File: src/rtl/ledf_pkg.sv
// Shared types and constants for the six-channel LED fader.
// No dependencies; imported by ledf_channel and six_channel_led_fader.
package ledf_pkg;

  // Field widths fixed by the stream format
  localparam int unsigned ReqW      = 2;
  localparam int unsigned LevelW    = 8;
  localparam int unsigned DutyW     = 9;
  localparam int unsigned OfsW      = 4;
  localparam int unsigned ChanSelW  = 4;

  // Level fields carried on the input stream, duty fields on the output
  localparam int unsigned LevelFields = 6;

  // Packed stream widths, padded to whole bytes
  localparam int unsigned InDataW  = 56;  // 6 levels + channel select = 52 bits
  localparam int unsigned OutDataW = 64;  // 6 duties + fading + level = 63 bits

  localparam int unsigned ChannelsDefault = 6;
  localparam logic [OfsW-1:0] OfsReset = 4'd2;

  // Request kinds
  typedef enum logic [ReqW-1:0] {
    REQ_FADE   = 2'd0,
    REQ_DIRECT = 2'd1,
    REQ_TICK   = 2'd2,
    REQ_READ   = 2'd3
  } req_e;

  // Per-channel control from the top level
  typedef struct packed {
    logic en;   // request processed this cycle
    req_e req;
  } chan_ctrl_t;

endpackage

File: src/rtl/ledf_channel.sv
// One fader channel: target and current compare value with step logic.
// Depends on ledf_pkg.
module ledf_channel (
  input  logic                         clk_i,
  input  logic                         rst_ni,
  input  ledf_pkg::chan_ctrl_t         ctrl_i,
  input  logic [ledf_pkg::LevelW-1:0]  level_i,
  input  logic [ledf_pkg::OfsW-1:0]    min_offset_i,
  output logic [ledf_pkg::DutyW-1:0]   target_o,
  output logic [ledf_pkg::DutyW-1:0]   current_d_o,
  output logic                         moved_o
);
  import ledf_pkg::*;

  logic [DutyW-1:0] target_q, target_d;
  logic [DutyW-1:0] current_q, current_d;
  logic [DutyW-1:0] mapped;

  // Zero stays off, anything else gets the anti-flicker offset
  assign mapped = (level_i == '0) ? '0
                : DutyW'({1'b0, level_i} + {{(DutyW-OfsW){1'b0}}, min_offset_i});

  // Next state per request kind
  always_comb begin
    target_d  = target_q;
    current_d = current_q;
    if (ctrl_i.en) begin
      case (ctrl_i.req)
        REQ_FADE: begin
          target_d = mapped;
        end
        REQ_DIRECT: begin
          target_d  = mapped;
          current_d = mapped;
        end
        REQ_TICK: begin
          if (target_q > current_q) begin
            current_d = current_q + DutyW'(1);
          end else if (target_q < current_q) begin
            current_d = current_q - DutyW'(1);
          end
        end
        default: begin
        end
      endcase
    end
  end

  always_ff @(posedge clk_i or negedge rst_ni) begin
    if (!rst_ni) begin
      target_q  <= '0;
      current_q <= '0;
    end else begin
      target_q  <= target_d;
      current_q <= current_d;
    end
  end

  assign target_o    = target_q;
  assign current_d_o = current_d;
  assign moved_o     = (target_q != current_q);

  // A direct set lands current on target
  assert property (@(posedge clk_i) disable iff (!rst_ni)
    ctrl_i.en && ctrl_i.req == REQ_DIRECT |=> current_q == target_q)
    else $error("direct set left current off target");

  // A fade set never touches the current value
  assert property (@(posedge clk_i) disable iff (!rst_ni)
    ctrl_i.en && ctrl_i.req == REQ_FADE |=> $stable(current_q))
    else $error("fade set moved current value");

  // A tick moves by one step at most
  assert property (@(posedge clk_i) disable iff (!rst_ni)
    ctrl_i.en && ctrl_i.req == REQ_TICK |=>
      (current_q == $past(current_q)) ||
      (current_q == $past(current_q) + DutyW'(1)) ||
      (current_q == $past(current_q) - DutyW'(1)))
    else $error("tick stepped by more than one");

endmodule

File: src/rtl/six_channel_led_fader.sv
// Six-channel LED fader: input register, channel update, result register.
// Each accepted word passes through the input register, then the result register.
// Throughput: one word per cycle; the input and result registers each
// hold one word and move together whenever the result side is free.
// Reset clears all targets, current values and the fading flag, and
// loads the offset register with 2. Depends on ledf_pkg, ledf_channel.
module six_channel_led_fader #(
  parameter int unsigned CHANNELS = ledf_pkg::ChannelsDefault
) (
  input  logic                           clk_i,
  input  logic                           rst_ni,
  // configuration write
  input  logic                           cfg_valid_i,
  output logic                           cfg_ready_o,
  input  logic [ledf_pkg::OfsW-1:0]      cfg_data_i,    // min_offset
  // request stream
  input  logic                           s_axis_tvalid,
  output logic                           s_axis_tready,
  // level_1[7:0] .. level_6[47:40], read_channel[51:48], zero pad
  input  logic [ledf_pkg::InDataW-1:0]   s_axis_tdata,
  input  logic [ledf_pkg::ReqW-1:0]      s_axis_tuser,  // req_type
  // result stream
  output logic                           m_axis_tvalid,
  input  logic                           m_axis_tready,
  // duty_1[8:0] .. duty_6[53:45], fading[54], level_read[62:55], zero pad
  output logic [ledf_pkg::OutDataW-1:0]  m_axis_tdata
);
  import ledf_pkg::*;

  localparam int unsigned LevelsTop = LevelFields * LevelW;

  logic [OfsW-1:0]     min_offset_q;
  logic                in_valid_q, in_valid_d;
  req_e                req_q;
  logic [LevelW-1:0]   level_q [LevelFields];
  logic [ChanSelW-1:0] read_ch_q;

  logic                out_valid_q, out_valid_d;
  logic [OutDataW-1:0] out_data_q, out_data_d;

  logic                moved_q, moved_d;
  logic                s_accept, advance;
  chan_ctrl_t          ctrl;

  logic [LevelW-1:0]   ch_level   [CHANNELS];
  logic [DutyW-1:0]    ch_target  [CHANNELS];
  logic [DutyW-1:0]    ch_cur_d   [CHANNELS];
  logic [CHANNELS-1:0] ch_moved;
  logic [DutyW-1:0]    duty_w     [LevelFields];

  logic [DutyW-1:0]    sel_target;
  logic [DutyW-1:0]    diff;
  logic [LevelW-1:0]   level_read;

  // Configuration: always ready; write only while idle (the block does not enforce this)
  assign cfg_ready_o = 1'b1;

  always_ff @(posedge clk_i or negedge rst_ni) begin
    if (!rst_ni) begin
      min_offset_q <= OfsReset;
    end else if (cfg_valid_i) begin
      min_offset_q <= cfg_data_i;
    end
  end

  // Handshake: stage moves when the result register is empty or drained
  assign advance       = in_valid_q && (!out_valid_q || m_axis_tready);
  assign s_axis_tready = !in_valid_q || advance;
  assign s_accept      = s_axis_tvalid && s_axis_tready;

  assign in_valid_d  = s_accept ? 1'b1 : (advance ? 1'b0 : in_valid_q);
  assign out_valid_d = advance ? 1'b1 : (m_axis_tready ? 1'b0 : out_valid_q);

  always_ff @(posedge clk_i or negedge rst_ni) begin
    if (!rst_ni) begin
      in_valid_q  <= 1'b0;
      out_valid_q <= 1'b0;
      moved_q     <= 1'b0;
    end else begin
      in_valid_q  <= in_valid_d;
      out_valid_q <= out_valid_d;
      moved_q     <= moved_d;
    end
  end

  // Input word register
  always_ff @(posedge clk_i) begin
    if (s_accept) begin
      req_q     <= req_e'(s_axis_tuser);
      read_ch_q <= s_axis_tdata[LevelsTop +: ChanSelW];
      for (int i = 0; i < LevelFields; i++) begin
        level_q[i] <= s_axis_tdata[i*LevelW +: LevelW];
      end
    end
  end

  assign ctrl.en  = advance;
  assign ctrl.req = req_q;

  // Channels; those beyond the level fields always see level 0
  for (genvar i = 0; i < CHANNELS; i++) begin : g_chan
    if (i < LevelFields) begin : g_lvl
      assign ch_level[i] = level_q[i];
    end else begin : g_nolvl
      assign ch_level[i] = '0;
    end

    ledf_channel u_chan (
      .clk_i        (clk_i),
      .rst_ni       (rst_ni),
      .ctrl_i       (ctrl),
      .level_i      (ch_level[i]),
      .min_offset_i (min_offset_q),
      .target_o     (ch_target[i]),
      .current_d_o  (ch_cur_d[i]),
      .moved_o      (ch_moved[i])
    );
  end

  // Only a tick rewrites the fading flag
  assign moved_d = (advance && req_q == REQ_TICK) ? (|ch_moved) : moved_q;

  // Read select: one compare per channel, out-of-range gives zero
  always_comb begin
    sel_target = '0;
    for (int i = 0; i < CHANNELS; i++) begin
      if ({1'b0, read_ch_q} == (ChanSelW+1)'(i + 1)) begin
        sel_target = ch_target[i];
      end
    end
  end

  // Target minus offset, saturated to a level
  assign diff = sel_target - {{(DutyW-OfsW){1'b0}}, min_offset_q};

  always_comb begin
    level_read = '0;
    if (req_q == REQ_READ && sel_target > {{(DutyW-OfsW){1'b0}}, min_offset_q}) begin
      level_read = diff[DutyW-1] ? '1 : diff[LevelW-1:0];
    end
  end

  // Duty fields for channels that exist, zero otherwise
  for (genvar j = 0; j < LevelFields; j++) begin : g_duty
    if (j < CHANNELS) begin : g_on
      assign duty_w[j] = ch_cur_d[j];
    end else begin : g_off
      assign duty_w[j] = '0;
    end
  end

  // Result word packing
  always_comb begin
    out_data_d = '0;
    for (int j = 0; j < LevelFields; j++) begin
      out_data_d[j*DutyW +: DutyW] = duty_w[j];
    end
    out_data_d[LevelFields*DutyW]                 = moved_d;
    out_data_d[LevelFields*DutyW + 1 +: LevelW]   = level_read;
  end

  always_ff @(posedge clk_i) begin
    if (advance) begin
      out_data_q <= out_data_d;
    end
  end

  assign m_axis_tvalid = out_valid_q;
  assign m_axis_tdata  = out_data_q;

  // Accepted word is held in the input register next cycle
  assert property (@(posedge clk_i) disable iff (!rst_ni)
    s_accept |=> in_valid_q)
    else $error("accepted word not captured");

  // Processing a word always produces a result word
  assert property (@(posedge clk_i) disable iff (!rst_ni)
    advance |=> m_axis_tvalid)
    else $error("processed word without result");

  // Fading flag changes only on a tick
  assert property (@(posedge clk_i) disable iff (!rst_ni)
    !(advance && req_q == REQ_TICK) |=> moved_q == $past(moved_q))
    else $error("fading flag changed outside a tick");

endmodule

File: config.mk
export PLATFORM = sky130hd
export DESIGN_NAME = six_channel_led_fader
export DESIGN_NICKNAME = d
export VERILOG_FILES = /design/src/rtl/ledf_pkg.sv /design/src/rtl/ledf_channel.sv /design/src/rtl/six_channel_led_fader.sv
export SDC_FILE = /design/constraint.sdc
export NUM_CORES = 1
export LEC_CHECK = 0
export ABC_CLOCK_PERIOD_IN_PS = 7600
export BUFFER_PORTS_ARGS = -buffer_cell sky130_fd_sc_hd__clkbuf_2
export CAP_MARGIN = 0
export CORE_MARGIN = 5
export CORE_UTILIZATION = 35
export CTS_CLUSTER_SIZE = 30
export DETAILED_ROUTE_END_ITERATION = 10
export GPL_TIMING_DRIVEN = 0
export PLACE_DENSITY = 0.6
export SKIP_CTS_REPAIR_TIMING = 1
export SLEW_MARGIN = 10
export SYNTH_ARGS = -nofsm -noshare
export SYNTH_HDL_FRONTEND = slang
export SYNTH_SLANG_ARGS = --single-unit
File: constraint.sdc
create_clock -name clk_i -period 7.6 [get_ports clk_i]
set_input_delay 0 -clock clk_i [delete_from_list [all_inputs] [get_ports clk_i]]
set_output_delay 0 -clock clk_i [all_outputs]
set_load 0.01 [all_outputs]
Word level (Yosys, flattened, before mapping):

Memory sizes are Yosys's and may differ from the RTL's.
Cells that the tools add are included.

* $add $sub $neg: 19
* reductions and logical operators: 20
* muxes and demuxes: 44
* eq/ne operators: 15
* magnitude comparators: 13

Operators with widths (number)
* $mux W9: 30
* $pmux W9 S2: 6
* $add A8 B4 Y9: 6
* $add A9 B1 Y9 const B: 6
* $gt A9 B9 Y1: 6
* $lt A9 B9 Y1: 6
* $ne A9 B9 Y1: 6
* $sub A9 B1 Y9 const B: 6
* $logic_not A8 Y1: 6
* $eq A4 B3 Y1 const B: 3
* $gt A9 B4 Y1: 1
* $sub A9 B4 Y9: 1
* $eq A4 B2 Y1 const B: 2
* $mux W8: 1
* $mux W1: 7
* $reduce_or A6 Y1: 1
* $eq A2 B2 Y1 const B: 2
* $eq A4 B1 Y1 const B: 1
* $logic_and A1 B1 Y1: 4
* $reduce_bool A2 Y1: 2
* $eq A2 B1 Y1 const B: 1
* $logic_not A1 Y1: 2
* $logic_not A2 Y1: 1
* $logic_or A1 B1 Y1: 2
* other kinds (2): 2

* output and inout port bits: 67
* bits in writable memories: 48
* memories: 1
* bits of input ports: 67
* word-level logic and storage cells: 132
* flip-flop bits (word level): 184

Memories
* level_q: depth 6, bits a word 8, read ports 6, clocked after Yosys merged registers in 0, wr ports 6, line six_channel_led_fader.sv:35 `logic [LevelW-1:0] level_q [LevelFields];`

Logic depth before layout (Yosys ltp):

Gate-level depths: netlist of run 1.

* depth in word-level cells: 9
* depth in mapped cells: 15

Hierarchy:

Synthesis of run 1 repeated with hierarchy kept, for this count alone.

* cells, all modules: 1426
* area, all modules: 14956.8 µm²

By module, submodules not included
* ledf_channel at g_chan[1].u_chan ...: cells an instance 192, instances 4, area each 1689.1 µm²
* six_channel_led_fader: cells an instance 279, instances 1, area each 4890.9 µm²
* ledf_channel at g_chan[0].u_chan: cells an instance 191, instances 1, area each 1667.8 µm²
* ledf_channel at g_chan[2].u_chan: cells an instance 188, instances 1, area each 1641.6 µm²

Worst setup path before layout of run 1:

OpenSTA, ideal clock, no wires.

* path type: register to register
* start: reg out_valid_q, in the netlist m_axis_tvalid
* end: reg out_data_q[13], in the netlist m_axis_tdata[13], data pin
* required time: 7.317 ns
* arrival: 3.475 ns
* clock period less this slack: 3.758 ns
* path slack: 3.842 ns
* library setup time: 0.283 ns
* stages on the path, launching flop included: 10
* buffers on the path: 4
* cells stage by stage: dfrtp_1 -> nand2b_1 -> and2_1 -> clkbuf_1 -> nand2_1 -> clkbuf_1 -> clkbuf_1 -> clkbuf_1 -> nand2_1 -> o221ai_1

RTL lines
* from (decl): line six_channel_led_fader.sv:38 `logic out_valid_q, out_valid_d;`
* from (signal assigned): line six_channel_led_fader.sv:81 `out_valid_q <= out_valid_d;`
* to (signal assigned): line six_channel_led_fader.sv:164 `out_data_q <= out_data_d;`
* to (decl): line six_channel_led_fader.sv:39 `logic [OutDataW-1:0] out_data_q, out_data_d;`

Worst setup path in the final report of run 1:

* start: reg read_ch_q[0]
* end: reg out_data_q[55], in the netlist m_axis_tdata[55], data pin

* longest elaborated chain between the ends: 9
* elaborated cells on any way between the ends: 16
* classes of those cells: add/sub: 1; order compare: 1; eq/ne: 6; mux: 7; reduce/logical: 1

RTL lines
* from (decl): line six_channel_led_fader.sv:36 `logic [ChanSelW-1:0] read_ch_q;`
* from (signal assigned): line six_channel_led_fader.sv:90 `read_ch_q <= s_axis_tdata[LevelsTop +: ChanSelW];`
* $eq A4 B1 Y1: line six_channel_led_fader.sv:127 `if ({1'b0, read_ch_q} == (ChanSelW+1)'(i + 1)) begin`
* $mux W9 (5 in series): line six_channel_led_fader.sv:127
* $mux W9 *: line six_channel_led_fader.sv:127
* $sub A9 B4 Y9 / $gt A9 B4 Y1 (equally long branches): line six_channel_led_fader.sv:134, six_channel_led_fader.sv:138
* $mux W8 / $logic_and A1 B1 Y1 (equally long branches): line six_channel_led_fader.sv:139, six_channel_led_fader.sv:138

Mark *: on every way between the ends. The rest lies on a longest branch, timed or not.
A chain may end at the register's enable or synchronous reset.

==> results.cfg, run 1 <==
[synthesis]
synth_cells = 1298
yosys_warnings = 0
syn-num-nets = 1470
ys_async_sr_fraction_pct = 49.57
syn-cell-area_sq_um = 13500
synth-seq-cells = 232
synth_top_cell_by_area = edfxtp_1
synth_edf_count = 117
yosysTopAreaCellShare_pct = 26.02
synth_most_common_cell = nand2_1
ys_top_cells_by_area = edfxtp_1 26%, dfrtp_1 21%, ha_1 9.1%
synthFlopType = edfxtp_1
postSynthAreaPerCell_sq_um = 10.40
ys_seq_area_share_pct = 47.34
yosys-top-cells-count = 136 x nand2_1, 117 x edfxtp_1, 114 x dfrtp_1
synth.distinct_cells = 69

[cts]
clk_latency_ns = 0.55
numCtsBuffers = 27
clk_pin_slew_worst_paths_ns = 0.06
root_buffer = clkbuf_16
cts_max_level = 1
cts_tree = yes
clockBufferDepth = 3
cts.sinks = 232

[placement]
place.gp.congestion = 0.9371
numPortBuffers = 127
pre_cts_ws_ns = 2.982
dpl.hpwl_microns = 32080

[timing]
whs_ns = -0.001160
worst_pin_slew_ns = 1.010
skew_ns = 0.01217
finalCriticalPeriod_ns = 4.757
final_max_slew_viol_count = 0
finalWorstSetupSlack_ns = 2.843
rsz0062_at_grt = no
hold_viol = 1
setup_viol = 0
post-route-period-util_pct = 62.59
finalSetupTns_ns = 0
timing.fmax_ghz = 0.2102
maxSlewHeadroom_pct = 32.12

[worst_hold_path]
hold_class = in2async

[power_and_ir_drop]
p_leak_nw = 7.022
ir_drop_mv = 0.1692
power.density_nw_per_um2 = 328.1

[setup_path]
path_delay_family = compound AO/OA/AOI/OAI gates
timing.rr.end = m_axis_tdata[55]
crit_slowest_cell = o31ai_1
reg2reg_depth = 13
cp_num_buf_inv = 2
crit_chain = clkbuf_1, clkbuf_1, mux2_2, a22oi_1, o221ai_1, o21a_1, ha_1, a21o_1, a21o_1, a21oi_1, o21ai_0, o31ai_1, a21oi_1
crit_cells = 13
crit_required_ns = 7.85
crit_path_end = m_axis_tdata[55]
cp.arrival_ns = 5.00
r2r_setup_slack_ns = 2.84
crit_type = reg2reg
startpoint_type = register
end_kind = register
critPathMaxStageDelay_ns = 0.73
reg2reg_from = read_ch_q[0]
worstSetupStartpoint = read_ch_q[0]
critPathMaxFanout = 10

[grt]
grt_max_degree = 60
overflow = 0
grt_pass1_vias = 10720
antenna_found_initial = 0
track_usage_pct = 19.90
grt_pass1_wl_microns = 64670

[drt]
met3WireLength_microns = 2217
firstDrtPassIters = 5
wl_met2_microns = 20640
drc = 0
route.final.wire_length_microns = 43730
met1Wirelength_microns = 18800
via_count = 11180
antenna_left = 0
via_per_inst = 5.419
routedWlPerCell_microns = 21.20
routed.top_layer = met4
drt_iter0_drc = 943

[run]
maxCapViolCount = 0

[final_layout]
diodes = 0
final_layout_size_suffix_gt1_share_pct = 13.85
fillers = 3752
syn2layout_area_growth_pct = 21.88
nNetsFinal = 1697

[die]
placementRows = 72
start_util_pct = 35.19
die_h_microns = 206.4
die-area_sq_um = 42610
io_pins = 134
coreArea_sq_um = 38380
die_w_microns = 206.4

[status]
violations = negative hold slack
status = finished, violations left
[cell usage in the layout, fill, tap and decap left out, types with 9 or more instances in the layout]
cell           count
nand2b_1           9
o21ai_0           72
nor2b_1           17
nand2_1          136
mux2i_1           71
dlygate4sd3_1     69
nor3_1            27
or3_1              9
a22oi_1           10
clkbuf_16         28
and3_1             9
o221ai_1          28
nor4_1            22
inv_1             76
a21o_1            22
edfxtp_1         117
nand3_1           50
nand4_1           25
mux2_2            24
xnor2_1           26
clkbuf_1          50
nor2_1            71
ha_1              98
a211oi_1          11
a21oi_1           58
o21a_1            10
clkbuf_2         126
dfrtp_1          114
a22o_1            11
xor2_1            16
[state kept, by name, indices dropped and copies added, names as in the netlist, 2 cells and up]
signal and cells:
req_q 2, level_q 48, g_chan.u_chan.target_o 54, m_axis_tdata 63
read_ch_q 4, g_chan.u_chan.current_q 54, min_offset_q 4
[metal layers]
metal / global-route usage [%] / vias to the layer above
met5: 0 / -
met4: 8.793 / 0
met3: 2.448 / 105
met2: 32.66 / 353
met1: 26.47 / 5444
li1: - / 5278
[final cells by class]
class	count	area (sq um)	area share [%]
clock inverter	13	138.9	0.8438
multi-input combinational	931	6589	40.03
clock buffer	36	770.7	4.683
tap	518	648.1	3.938
timing repair buffer	198	1390	8.446
inverter	77	289.0	1.756
buffer	58	240.2	1.460
sequential	232	6392	38.84
[where the power goes]
group          switching, mW  internal [mW]  total (mW)
logic                   1.19          0.862        2.05
clock network          0.523          0.809        1.33
registers              0.333           1.68        2.02
[metrics by stage]
step	util [%]	instances	total power [mW]	cell area, sq um
final	42.89	2063	5.400	16460
after global routing	42.89	2063	5.757	16460
after CTS	41.09	1994	5.394	15770
after detailed placement	38.72	1945	4.032	14860
after global placement	38.53	1943	3.986	14790
after floorplan	-	1298	3.391	13500
[cells by family after synthesis]
group	Yosys count	share of synthesized area (%)
AND/OR/NAND/NOR	405	14.63
AO/OA/AOI/OAI	282	13.98
flip-flops	232	47.34
buffers and inverters	135	3.891
adder cells (fa/ha/maj)	105	10.12
multiplexers	95	7.264
XOR/XNOR	42	2.724
other	2	0.05561
[worst min-delay path by stage]
| stage | from | to |
|---|---|---|
| 2_1_floorplan | rst_ni | g_chan[0].u_chan.current_q[0] |
| 3_3_place_gp | s_axis_tdata[34] | level_q[4][2] |
| 3_5_place_dp | rst_ni | g_chan[4].u_chan.current_q[8] |
| 4_1_cts | rst_ni | g_chan[4].u_chan.current_q[8] |
| 5_1_grt | rst_ni | g_chan[4].u_chan.current_q[8] |
| 6_report | rst_ni | g_chan[4].u_chan.current_q[8] |
(Power assumes the default switching activity.)
==> inputs of run 2 (changes only) <==
--- a/config.mk
+++ b/config.mk
@@ -5,7 +5,7 @@
 export SDC_FILE = /design/constraint.sdc
 export NUM_CORES = 1
 export LEC_CHECK = 0
-export ABC_CLOCK_PERIOD_IN_PS = 7600
+export ABC_CLOCK_PERIOD_IN_PS = 4400
 export BUFFER_PORTS_ARGS = -buffer_cell sky130_fd_sc_hd__clkbuf_2
 export CAP_MARGIN = 0
 export CORE_MARGIN = 5
==> constraint.sdc (replaced) <==
create_clock -name clk_i -period 4.4 [get_ports clk_i]
set_input_delay 0 -clock clk_i [delete_from_list [all_inputs] [get_ports clk_i]]
set_output_delay 0 -clock clk_i [all_outputs]
set_load 0.01 [all_outputs]
==> run 2 against run 1 <==
Against the previous run:
- global-route usage did not move
- clock power increased by 73%
- total power rose by 73%
- combinational power is 73% higher
- the run still ends with negative hold slack left
- largest cell class unchanged
- fmax up 15%
- final cell count about the same
- highest routed layer unchanged
- sequential share of layout area is essentially flat
==> results.cfg, run 2 (synthesis gave the netlist of run 1 again) <==
[status]
status = finished, violations left
violations = negative hold slack

[final_layout]
syn2layout_area_growth_pct = 21.96
largest_reg_flops = 63
design_area_sq_um = 16470
final_layout_size_suffix_gt1_share_pct = 13.99
diodes = 0
final_cell_mix = 136 x nand2_1, 127 x clkbuf_2, 117 x edfxtp_1
final_common_cell = nand2_1
nNetsFinal = 1696

[cts]
clk_pin_slew_worst_paths_ns = 0.06
clockBufferDepth = 3
cts_tree = yes
root_buffer = clkbuf_16
numCtsBuffers = 27
clk_latency_ns = 0.55
cts_max_level = 1
cts.sinks = 232

[grt]
grt_pass1_vias = 10720
overflow = 0
track_usage_pct = 19.90
grt_pass1_wl_microns = 64670
grt_max_degree = 60
antenna_found_initial = 0

[placement]
dpl.hpwl_microns = 32080
numPortBuffers = 127
place.gp.congestion = 0.9371
placed_area_sq_um = 14860

[timing]
setup_viol = 0
finalCriticalPeriod_ns = 4.152
finalSetupTns_ns = 0
rsz0062_at_grt = no
skew_ns = 0.01079
maxSlewHeadroom_pct = 31.41
hold_viol = 1
whs_ns = -0.004587
timing.fmax_ghz = 0.2408
worst_pin_slew_ns = 1.029
final_max_slew_viol_count = 0
post-route-period-util_pct = 94.37

[die]
start_util_pct = 35.19
die_w_microns = 206.4
placementRows = 72
coreArea_sq_um = 38380
io_pins = 134
die_h_microns = 206.4
die-area_sq_um = 42610

[drt]
firstDrtPassIters = 5
route.final.wire_length_microns = 43720
via_per_inst = 5.431
drc = 0
routedWlPerCell_microns = 21.20
antenna_left = 0
drt_iter0_drc = 876
via_count = 11200

[worst_hold_path]
hold_class = in2async

[setup_path]
r2r_setup_slack_ns = 0.25
end_kind = register
startpoint_type = register
critPathMaxFanout = 12
crit_type = reg2reg
cp.arrival_ns = 4.42
crit_required_ns = 4.66

[power_and_ir_drop]
ir_drop_mv = 0.2935
p_leak_nw = 7.024
power.density_nw_per_um2 = 566.4

[run]
maxCapViolCount = 0
run 2: cell types whose count changed in the layout (fill, tap and decap cells not counted):
cell      previous run  this run
clkbuf_1            50        48
clkbuf_2           126       127
o31ai_1              3         2
o31ai_4              0         1
run 2: stage by stage:
step | hold WS, ns | util [%] | std cells | power, mW | setup WS [ns]
after floorplan | -0.2956 | - | 1298 | 5.857 | 0.6416
after global placement | 0.1788 | 38.53 | 1943 | 6.884 | -1.637
after detailed placement | 0.01637 | 38.72 | 1945 | 6.965 | -0.2184
after CTS | -0.5783 | 41.09 | 1994 | 9.316 | -0.2369
after global routing | 0.04893 | 42.92 | 2062 | 9.949 | 0.02104
final | -0.004587 | 42.92 | 2062 | 9.328 | 0.2477
run 2: worst paths after layout:
path,start,endpoint,cells after the start
worst max-delay path,read_ch_q[0],m_axis_tdata[60],14
max in group asynchronous,rst_ni,min_offset_q[1],3
worst min register to register,in_valid_q,m_axis_tvalid,1
worst max register to register,read_ch_q[0],m_axis_tdata[60],14
worst min-delay path,rst_ni,g_chan[4].u_chan.current_q[8],2
min in group clk_i,s_axis_tdata[6],level_q[0][6],2
run 2: where the power goes:
part,switching [mW],total (mW),internal (mW),leakage [nW]
Sequential,0.576,3.48,2.91,2.57
Combinational,2.06,3.55,1.49,4.01
Clock,0.902,2.30,1.40,0.451
Total,3.53,9.33,5.79,7.02
run 2: worst max-delay path, cell delays in order (launching register included):
cell      delay [ns]
edfxtp_1        0.61
clkbuf_2        0.34
o21ai_0         0.22
a21oi_1         0.10
o21ai_0         0.10
a22oi_1         0.16
a22oi_1         0.36
ha_1            0.22
inv_1           0.06
fa_1            0.39
a21o_1          0.20
a21oi_1         0.28
nor3b_1         0.27
xor2_1          0.38
a21oi_1         0.17
run 2: final cells by class:
class                      count  area (sq um)
clock buffer                  36         770.7
buffer                        57         237.7
multi-input combinational    931          6603
inverter                      77         289.0
fill                        3751         21910
tap                          518         648.1
sequential                   232          6392
clock inverter                13         138.9
timing repair buffer         198          1390
run 2: layer usage:
layer	vias to the layer above	track usage (%)	part of all wire, %
met5	-	0	0
met4	0	8.793	4.6
met3	101	2.448	5.6
met2	378	32.66	47
met1	5444	26.47	42
li1	5275	-	-
